**config.mk**
```make
export PLATFORM = sky130hd
export DESIGN_NAME = intel_hex_record_parser
export DESIGN_NICKNAME = d
export VERILOG_FILES = /design/src/rtl/ihex_pkg.sv /design/src/rtl/intel_hex_record_parser.sv
export SDC_FILE = /design/constraint.sdc
export NUM_CORES = 1
export LEC_CHECK = 0
export BUFFER_PORTS_ARGS = -buffer_cell sky130_fd_sc_hd__buf_2
export CELL_PAD_IN_SITES_DETAIL_PLACEMENT = 1
export CELL_PAD_IN_SITES_GLOBAL_PLACEMENT = 2
export CORE_ASPECT_RATIO = 0.6
export CORE_MARGIN = 5
export CORE_UTILIZATION = 40
export DETAILED_ROUTE_END_ITERATION = 6
export GPL_ROUTABILITY_DRIVEN = 0
export PLACE_DENSITY = 0.86
export RECOVER_POWER = 50
export SKIP_LAST_GASP = 1
export SLEW_MARGIN = 30
export SYNTH_ARGS = -nofsm -noshare
export SYNTH_HDL_FRONTEND = slang
export SYNTH_SLANG_ARGS = --single-unit
```
**constraint.sdc**
```tcl
create_clock -name clk -period 5.14 [get_ports clk]
set_input_delay 1.542 -clock clk [delete_from_list [all_inputs] [get_ports clk]]
set_output_delay 1.542 -clock clk [all_outputs]
set_load 0.05 [all_outputs]
```
**src/rtl/ihex_pkg.sv**
```systemverilog
// Shared constants, codes and the hex digit decoder for the Intel HEX record parser.
package ihex_pkg;

  // Record start character.
  localparam logic [7:0] START_CHAR = 8'h3A;

  // Characters allowed to pass while hunting before a missing start is reported.
  localparam logic [1:0] HUNT_WINDOW = 2'd3;

  // Parse phase codes; the unused codes behave as hunting.
  localparam logic [2:0] PH_HUNT = 3'd0;
  localparam logic [2:0] PH_LEN  = 3'd1;
  localparam logic [2:0] PH_ADDR = 3'd2;
  localparam logic [2:0] PH_TYPE = 3'd3;
  localparam logic [2:0] PH_DATA = 3'd4;
  localparam logic [2:0] PH_CHK  = 3'd5;

  // Result kinds.
  localparam logic [1:0] KIND_DATA   = 2'd0;
  localparam logic [1:0] KIND_RECORD = 2'd1;
  localparam logic [1:0] KIND_STATUS = 2'd2;

  // Status codes.
  localparam logic [1:0] ST_OK       = 2'd0;
  localparam logic [1:0] ST_NO_START = 2'd1;
  localparam logic [1:0] ST_TRUNC    = 2'd2;

  // Decoded hex digit: valid flag and nibble value.
  typedef struct packed {
    logic       valid;
    logic [3:0] value;
  } hex_digit_t;

  // Decodes one ASCII character as a hex digit ('0'-'9', 'A'-'F', 'a'-'f').
  function automatic hex_digit_t hex_decode(input logic [7:0] c);
    hex_digit_t d;
    d.valid = 1'b1;
    d.value = 4'hF;
    if (c > 8'd47 && c < 8'd58) begin
      d.value = c[3:0];
    end else if ((c > 8'd64 && c < 8'd71) || (c > 8'd96 && c < 8'd103)) begin
      d.value = c[3:0] + 4'd9;
    end else begin
      d.valid = 1'b0;
    end
    return d;
  endfunction

endpackage

```
**src/rtl/intel_hex_record_parser.sv**
```systemverilog
// Top level of the Intel HEX record parser: input register, decode logic and result register.

// The parser takes one ASCII character per request (or an end-of-input marker in
// in_tuser) and accepts a new request every clock cycle while the result side keeps up.
// When a character causes a result, the accepted character is held in the input register
// and its result goes to the result register. A result still waiting there holds back
// only a character that would cause another result. The rate is set by
// the single per-character state update between the input register and the result
// register. Results are data bytes as they complete, a record summary after the
// checksum (with the mod-256 sum check), or a status for a missing ':' within three
// characters or a record cut short by end of input. A non-hex character inside a
// record sets bad_digit and decodes as all ones. The load offset is taken big-endian.
module intel_hex_record_parser (
  input  logic        clk,
  input  logic        rst_n,
  input  logic        in_tvalid,
  output logic        in_tready,
  input  logic [7:0]  in_tdata,   // [7:0] char_code
  input  logic [0:0]  in_tuser,   // [0] end_of_input
  output logic        out_tvalid,
  input  logic        out_tready,
  output logic [63:0] out_tdata,  // [1:0] status_code, [9:2] data_value, [17:10] data_index,
                                  // [25:18] record_length, [41:26] record_address,
                                  // [49:42] record_type, [57:50] checksum_value,
                                  // [58] checksum_ok, [59] bad_digit, [63:60] zero
  output logic [1:0]  out_tuser   // [1:0] result_kind
);

  // Input register.
  logic       in_valid_r;
  logic [7:0] in_char_r;
  logic       in_eoi_r;

  // Parser state.
  logic [2:0]  phase_r, phase_nxt;
  logic [1:0]  hunt_r, hunt_nxt;
  logic [1:0]  digit_r, digit_nxt;
  logic [11:0] latch_r, latch_nxt;
  logic [7:0]  len_r, len_nxt;
  logic [15:0] addr_r, addr_nxt;
  logic [7:0]  type_r, type_nxt;
  logic [7:0]  cnt_r, cnt_nxt;
  logic [7:0]  sum_r, sum_nxt;
  logic        bad_r, bad_nxt;

  // Result register.
  logic        out_valid_r;
  logic [1:0]  out_kind_r, out_kind_nxt;
  logic [59:0] out_data_r, out_data_nxt;

  // Per-character decode signals.
  ihex_pkg::hex_digit_t digit;
  logic        is_bad;
  logic [3:0]  nib;
  logic [7:0]  byte_v;
  logic [7:0]  sum_add;
  logic [7:0]  cnt_inc;
  logic [1:0]  hunt_inc;
  logic        emit;
  logic        out_free;
  logic        proceed;

  // Handshake: the held character moves on when its result, if any, has a slot.
  assign out_free   = !out_valid_r || out_tready;
  assign proceed    = in_valid_r && (!emit || out_free);
  assign in_tready  = !in_valid_r || proceed;
  assign out_tvalid = out_valid_r;
  assign out_tuser  = out_kind_r;
  assign out_tdata  = {4'b0, out_data_r};

  // Character decode shared by all phases.
  assign digit    = ihex_pkg::hex_decode(in_char_r);
  assign is_bad   = !digit.valid;
  assign nib      = digit.value;
  assign byte_v   = is_bad ? 8'hFF : {latch_r[3:0], nib};
  assign sum_add  = sum_r + byte_v;
  assign cnt_inc  = cnt_r + 8'd1;
  assign hunt_inc = hunt_r + 2'd1;

  // Next state and result for the held character.
  always_comb begin
    phase_nxt    = phase_r;
    hunt_nxt     = hunt_r;
    digit_nxt    = digit_r;
    latch_nxt    = latch_r;
    len_nxt      = len_r;
    addr_nxt     = addr_r;
    type_nxt     = type_r;
    cnt_nxt      = cnt_r;
    sum_nxt      = sum_r;
    bad_nxt      = bad_r;
    emit         = 1'b0;
    out_kind_nxt = ihex_pkg::KIND_STATUS;
    out_data_nxt = '0;

    unique case (phase_r)
      ihex_pkg::PH_LEN, ihex_pkg::PH_ADDR, ihex_pkg::PH_TYPE,
      ihex_pkg::PH_DATA, ihex_pkg::PH_CHK: begin
        if (in_eoi_r) begin
          // Record cut short: report what was decoded so far.
          emit         = 1'b1;
          out_kind_nxt = ihex_pkg::KIND_STATUS;
          out_data_nxt = {bad_r, 1'b0, 8'd0, type_r, addr_r, len_r, 8'd0, 8'd0,
                          ihex_pkg::ST_TRUNC};
          phase_nxt    = ihex_pkg::PH_HUNT;
          hunt_nxt     = 2'd0;
        end else begin
          bad_nxt = bad_r | is_bad;
          if (phase_r == ihex_pkg::PH_ADDR) begin
            // Four digits of the load offset, high byte first.
            case (digit_r)
              2'd0: latch_nxt = {8'd0, nib};
              2'd1: latch_nxt = is_bad ? 12'h0FF : {4'd0, latch_r[3:0], nib};
              2'd2: latch_nxt = {latch_r[7:0], nib};
              default: begin
                addr_nxt  = {latch_r[11:4], byte_v};
                sum_nxt   = sum_r + latch_r[11:4] + byte_v;
                phase_nxt = ihex_pkg::PH_TYPE;
              end
            endcase
            digit_nxt = digit_r + 2'd1;
          end else if (!digit_r[0]) begin
            // High digit of a byte.
            latch_nxt = {8'd0, nib};
            digit_nxt = 2'd1;
          end else begin
            // Low digit completes a byte.
            digit_nxt = 2'd0;
            case (phase_r)
              ihex_pkg::PH_LEN: begin
                len_nxt   = byte_v;
                sum_nxt   = byte_v;
                phase_nxt = ihex_pkg::PH_ADDR;
              end
              ihex_pkg::PH_TYPE: begin
                type_nxt  = byte_v;
                sum_nxt   = sum_add;
                cnt_nxt   = 8'd0;
                phase_nxt = (len_r == 8'd0) ? ihex_pkg::PH_CHK : ihex_pkg::PH_DATA;
              end
              ihex_pkg::PH_DATA: begin
                sum_nxt      = sum_add;
                emit         = 1'b1;
                out_kind_nxt = ihex_pkg::KIND_DATA;
                out_data_nxt = {bad_nxt, 1'b0, 8'd0, type_r, addr_r, len_r, cnt_r, byte_v,
                                ihex_pkg::ST_OK};
                cnt_nxt      = cnt_inc;
                if (cnt_inc >= len_r) begin
                  phase_nxt = ihex_pkg::PH_CHK;
                end
              end
              default: begin
                // Checksum byte closes the record.
                emit         = 1'b1;
                out_kind_nxt = ihex_pkg::KIND_RECORD;
                out_data_nxt = {bad_nxt, (sum_add == 8'd0), byte_v, type_r, addr_r, len_r,
                                8'd0, 8'd0, ihex_pkg::ST_OK};
                phase_nxt    = ihex_pkg::PH_HUNT;
                hunt_nxt     = 2'd0;
              end
            endcase
          end
        end
      end
      default: begin
        // Hunting for the record start.
        phase_nxt = ihex_pkg::PH_HUNT;
        if (in_eoi_r || in_char_r == ihex_pkg::START_CHAR ||
            hunt_inc >= ihex_pkg::HUNT_WINDOW) begin
          hunt_nxt  = 2'd0;
          digit_nxt = 2'd0;
          latch_nxt = '0;
          len_nxt   = '0;
          addr_nxt  = '0;
          type_nxt  = '0;
          cnt_nxt   = '0;
          sum_nxt   = '0;
          bad_nxt   = 1'b0;
          if (!in_eoi_r && in_char_r == ihex_pkg::START_CHAR) begin
            phase_nxt = ihex_pkg::PH_LEN;
          end else begin
            emit         = 1'b1;
            out_kind_nxt = ihex_pkg::KIND_STATUS;
            out_data_nxt = {58'd0, ihex_pkg::ST_NO_START};
          end
        end else begin
          hunt_nxt = hunt_inc;
        end
      end
    endcase
  end

  // Input register.
  always_ff @(posedge clk) begin
    if (!rst_n) begin
      in_valid_r <= 1'b0;
    end else if (in_tready) begin
      in_valid_r <= in_tvalid;
    end
    if (in_tready && in_tvalid) begin
      in_char_r <= in_tdata;
      in_eoi_r  <= in_tuser[0];
    end
  end

  // Parser state advances once per processed character.
  always_ff @(posedge clk) begin
    if (!rst_n) begin
      phase_r <= ihex_pkg::PH_HUNT;
      hunt_r  <= '0;
      digit_r <= '0;
      latch_r <= '0;
      len_r   <= '0;
      addr_r  <= '0;
      type_r  <= '0;
      cnt_r   <= '0;
      sum_r   <= '0;
      bad_r   <= 1'b0;
    end else if (proceed) begin
      phase_r <= phase_nxt;
      hunt_r  <= hunt_nxt;
      digit_r <= digit_nxt;
      latch_r <= latch_nxt;
      len_r   <= len_nxt;
      addr_r  <= addr_nxt;
      type_r  <= type_nxt;
      cnt_r   <= cnt_nxt;
      sum_r   <= sum_nxt;
      bad_r   <= bad_nxt;
    end
  end

  // Result register.
  always_ff @(posedge clk) begin
    if (!rst_n) begin
      out_valid_r <= 1'b0;
    end else if (out_free) begin
      out_valid_r <= proceed && emit;
    end
    if (out_free && proceed && emit) begin
      out_kind_r <= out_kind_nxt;
      out_data_r <= out_data_nxt;
    end
  end

endmodule
```
Word level (Yosys, flattened, before mapping)
Cells that the tools add are included.

Input port bits: 13. ROM bits: 0. Memory bits (writable): 0. Logic and storage cells: 178. Latch bits: 0. Memories: 0. Register bits after elaboration: 141.

Reduce and logical (&&, ||, !) cells: 39. Muxes and demuxes: 78. Magnitude comparators: 8. Divide/modulo/power cells: 0. Multiply operators: 0. Eq/ne operators: 27. Shifts and indexed selects: 0. $add $sub $neg: 7. Bitwise gates (word level): 3.

Operator list (number): $mux W60 (4); $mux W8 (22); $pmux W60 S2 (1); $mux W16 (5); $mux W12 (5); $pmux W12 S3 (1); $pmux W8 S2 (2); $add A8 B8 Y8 (3); $reduce_and A6 Y1 (4); $ne A3 B3 Y1 const B (7); $mux W2 (10); $mux W1 (18); $mux W3 (6); $gt A8 B7 Y1 const B (2); $logic_not A8 Y1 (2); $lt A8 B7 Y1 const B (2); $ne A2 B2 Y1 const B (7); $ne A4 B4 Y1 const B (3); $reduce_and A5 Y1 (2); $logic_and A1 B1 Y1 (9); $pmux W3 S3 (1); $add A8 B1 Y8 const B (1); $eq A8 B6 Y1 const B (1); $ge A8 B8 Y1 (1); 26 further kinds (43).

Depth between registers and ports, before layout
Depth in word-level cells: 13. Mapped depth: 17. Gate-level depth less buffers: 17.

Worst setup path before layout
Ideal clock, no wire load.

Path kind: input port to flip-flop. Start: input port out_tready. End: register out_data_r[0], enable pin. Path buffers: 0. Data arrival time: 3.480 ns. Stages on the path: 4. Library setup time: 0.424 ns. Required time: 4.716 ns. Setup slack: 1.235 ns. Cell sequence: nand2b_1 o21ai_0 a21oi_1 o21a_1.

Longest elaborated chain between the ends: 5.

RTL lines: start: declaration (RTL line intel_hex_record_parser.sv:21) `input logic out_tready,`; $logic_or A1 B1 Y1 (*) (RTL line intel_hex_record_parser.sv:64) `assign out_free = !out_valid_r || out_tready;`; $logic_or A1 B1 Y1 (RTL line intel_hex_record_parser.sv:65) `assign proceed = in_valid_r && (!emit || out_free);`; $logic_and A1 B1 Y1 (RTL line intel_hex_record_parser.sv:65); $logic_and A1 B1 Y1 (*) (2 in series) (RTL line intel_hex_record_parser.sv:240) `if (out_free && proceed && emit) begin`; end signal: assignment (RTL line intel_hex_record_parser.sv:242) `out_data_r <= out_data_nxt;`; end: declaration (RTL line intel_hex_record_parser.sv:49) `logic [59:0] out_data_r, out_data_nxt;`.

Every way passes the cells marked *; elsewhere a longest branch is shown, timed or not. A chain may end at the register's enable or synchronous reset.

Worst setup path after layout
Start: register phase_r[1]. End: output port in_tready.

Longest elaborated chain between the ends: 11. Elaborated cells between the ends (all ways): 16. Those cells by class: eq/ne: 5; mux: 5; reduce/logical: 6.

RTL lines: start: declaration (RTL line intel_hex_record_parser.sv:35) `logic [2:0] phase_r, phase_nxt;`; start signal: assignment (RTL line intel_hex_record_parser.sv:209) `phase_r <= ihex_pkg::PH_HUNT;`; start signal: assignment (RTL line intel_hex_record_parser.sv:220) `phase_r <= phase_nxt;`; $eq A3 B1 Y1 / $eq A3 B2 Y1 (equally long branches) (RTL line intel_hex_record_parser.sv:96, intel_hex_record_parser.sv:129); $reduce_or A2 Y1 (no line); $mux W1 (RTL line intel_hex_record_parser.sv:129) `case (phase_r)`; $mux W1 (RTL line intel_hex_record_parser.sv:122) `end else if (!digit_r[0]) begin`; $mux W1 (RTL line intel_hex_record_parser.sv:109) `if (phase_r == ihex_pkg::PH_ADDR) begin`; $mux W1 (RTL line intel_hex_record_parser.sv:99) `if (in_eoi_r) begin`; $mux W1 (*) (RTL line intel_hex_record_parser.sv:96) `unique case (phase_r)`; $logic_not A1 Y1 (*) (RTL line intel_hex_record_parser.sv:65); $logic_or A1 B1 Y1 (*) (RTL line intel_hex_record_parser.sv:65); $logic_and A1 B1 Y1 (*) (RTL line intel_hex_record_parser.sv:65); $logic_or A1 B1 Y1 (*) (RTL line intel_hex_record_parser.sv:66) `assign in_tready = !in_valid_r || proceed;`; end: declaration (RTL line intel_hex_record_parser.sv:17) `output logic in_tready,`.

Marks and branches as above.

==> impl_metrics.env <==
export IMPL_synthArstFlopShare_pct=0
export IMPL_min_from="addr_r[11]$_SDFFE_PN0P_"
export IMPL_avgSynthCellArea_um2=9.86
export IMPL_crit_buf_inv=2
export IMPL_crit_path_end_kind="primary output"
export IMPL_worstPathArrival_ns=3.04
export IMPL_drt_first_pass_iters=5
export IMPL_use_met3_pct=4.71
export IMPL_tightest_slew_ns=0.967
export IMPL_drive_gt1_share_pct=9.10
export IMPL_ios=81
export IMPL_synth_area_mux_share_pct=1.64
export IMPL_rr_startpoint="in_char_r[1]$_DFFE_PP_"
export IMPL_rsz0062_at_grt="false"
export IMPL_timing_final_ws_setup_ns=0.563
export IMPL_numCtsBuffers=17
export IMPL_maxSlewHeadroom_pct=35.5
export IMPL_gr_max_usage_layer="met2"
export IMPL_cts_hold_buffers=0
export IMPL_total_power_mw=2.73
export IMPL_synth_cell_types=72
export IMPL_port_buffers=76
export IMPL_start_kind="flip-flop"
export IMPL_wl_per_cell_um=19.6
export IMPL_cts_path_max_buffers=2
export IMPL_h_tree_depth=4
export IMPL_final_period_utilization_pct=89.0
export IMPL_place_detailed_hpwl_um=15300
export IMPL_pre_cts_ws_ns=0.933
export IMPL_grt_ovfl_total=0
export IMPL_drt_iter0_markers=441
export IMPL_synthFlopType="edfxtp_1"
export IMPL_track_usage_pct=20.1
export IMPL_final_hold_viol_count=0
export IMPL_power_leakage_nw=3.01
export IMPL_ant_nets=0
export IMPL_die_area_um2=21300
export IMPL_synthCells=745
export IMPL_crit_family="flip-flops"
export IMPL_p_per_area_nw_per_um2=323
export IMPL_setup_viol=0
export IMPL_cts_root_buf="clkbuf_16"
export IMPL_cts_sinks=141
export IMPL_use_met2_pct=32.7
export IMPL_clk_pin_slew_worst_paths_ns=0.06
export IMPL_cts_resized=0
export IMPL_coreArea_um2=18100
export IMPL_ir_drop_v=0.000205
export IMPL_r2r_slack_ns=0.86
export IMPL_skew_ns=0.00772
export IMPL_cts_tree="built"
export IMPL_cpPeakStageDelay_ns=0.93
export IMPL_cts_setup_buffers=0
export IMPL_grt_pass1_vias=5917
export IMPL_synth_fa_ha_area_share_pct=7.12
export IMPL_grt_start_max_net_pins=41
export IMPL_drc=0
export IMPL_design_area_um2=8440
export IMPL_yosys_area_share_simple_pct=19.5
export IMPL_yosysSeqAreaShare_pct=48.1
export IMPL_use_met1_pct=27.8
export IMPL_crit_path_frequent_cell="nor2_1"
export IMPL_wirelength_um=20900
export IMPL_layout_common_cells="75 x nand2_1, 71 x edfxtp_1, 70 x dfxtp_1, 66 x nor2_1, 64 x clkbuf_1"
export IMPL_critPathKind="flip-flop to primary output"
export IMPL_yosys_warnings=0
export IMPL_synth_edff_count=71
export IMPL_cpMaxStageDelayCell="dfxtp_1"
export IMPL_crit_required_ns=3.60
export IMPL_diodes=0
export IMPL_path_max_fanout=27
export IMPL_max_freq_mhz=218
export IMPL_die_h_um=115
export IMPL_grt_pass1_wl_um=33000
export IMPL_startpoint="phase_r[1]$_SDFFE_PN0P_"
export IMPL_final_max_slew_viol_count=0
export IMPL_min_period_ns=4.58
export IMPL_ys_seq_elements=141
export IMPL_area_delta_synth_final_pct=14.9
export IMPL_num_nets_final=861
export IMPL_cap_violations=0
export IMPL_status="completed"
export IMPL_vias_per_cell=5.41
export IMPL_crit_path_cell_trace="nor2_1, nor2b_1, o221a_2, o21ai_0, nor2_1, inv_1, buf_2"
export IMPL_rows=38
export IMPL_worstHoldPathType="flip-flop to flip-flop"
export IMPL_start_util_pct=40.6
export IMPL_place_area_um2=7910
export IMPL_fin_util_pct=46.7
export IMPL_layout_commonest_cell="nand2_1"
export IMPL_via_count=5759
export IMPL_synth_compound_area_share_pct=16.1
export IMPL_clkLatencyLatePin_ns=0.43
export IMPL_fp_dieW_um=185
export IMPL_grt_antenna_before_repair=0
export IMPL_fin_setup_tns_ns=0
export IMPL_synth_xor_area_share_pct=2.74
export IMPL_synth_top_family_by_area="simple AND/OR/NAND/NOR gates"
export IMPL_synth_area_um2=7340
[tightest hold or removal path: cells and delay by family (launching register included)]
| family | cells | cell delay [ns] |
|---|---|---|
| and+or+nand+nor | 1 | 0.04 |
| DFF | 1 | 0.30 |
| AOI/OAI and AO/OA | 1 | 0.07 |
[state kept, by name, summed over array words and instances (netlist names), 2 cells and up]
signal and count:
out_data_r 60, addr_r 16, latch_r 12, cnt_r 8, in_char_r 8, len_r 8, sum_r 8, type_r 8
phase_r 3, digit_r 2, hunt_r 2, out_tuser 2
[cells in the mapped netlist, types with 6 or more instances]
library cell	count	area share [%]
nand2_1	75	3.8
edfxtp_1	71	29
dfxtp_1	70	19
nor2_1	66	3.4
inv_1	42	2.1
a21boi_0	37	3.8
and2_1	37	3.2
a21oi_1	35	2.4
ha_1	29	4.9
clkbuf_1	26	1.3
nand3_1	24	1.6
nor2b_1	23	2.0
o21ai_0	22	1.5
xnor2_1	13	1.6
mux2i_1	12	1.6
a22oi_1	11	1.1
nor3_1	11	0.75
xor2_1	10	1.2
fa_1	8	2.2
buf_2	7	0.48
o21a_1	7	0.72
a21o_1	6	0.61
o211ai_1	6	0.61
or2_2	6	0.51
or3_1	6	0.51
[per-layer routing]
metal  wire length (um)  up-vias  part of all wire [%]
met3               1200       14                   5.7
met4                167        0                  0.80
met2               9650      123                    46
li1                   -     2745                     -
met1               9890     2877                    47
met5                  0        -                     0
[kinds of logic after synthesis]
kind of cell	after synthesis
AND/OR/NAND/NOR	282
AO/OA/AOI/OAI	166
flip-flops	141
buffers and inverters	83
adder cells (fa/ha/maj)	37
XOR/XNOR	23
multiplexers	12
other	1
[final cells by class]
cell class / instances / area [um2]
well taps: 240 / 300
flip-flops and latches: 141 / 3530
multi-input cells: 524 / 3470
inverters: 43 / 161
fillers: 2053 / 9630
clock inverters: 14 / 180
clock buffers: 18 / 439
repair buffers: 84 / 358
[power breakdown]
part,switching [mW],internal [mW],total (mW)
Combinational,0.151,0.0666,0.218
Sequential,0.0144,1.20,1.21
Clock,0.515,0.787,1.30
Total,0.680,2.05,2.73
[through the flow]
step | cells | hold slack (ns)
3_5_place_dp | 1032 | 0.461
6_report | 1064 | 0.466
2_1_floorplan | 748 | 0.436
4_1_cts | 1064 | 0.470
5_1_grt | 1064 | 0.494
3_3_place_gp | 1032 | 0.455
[final timing paths]
check | endpoint | cells past startpoint
setup / recovery | in_tready | 7
hold / removal | addr_r[11]$_SDFFE_PN0P_ | 2
setup reg to reg | sum_r[5]$_SDFFE_PN0P_ | 16
hold reg to reg | addr_r[11]$_SDFFE_PN0P_ | 2
No activity file was read; power rests on OpenSTA's default activity.
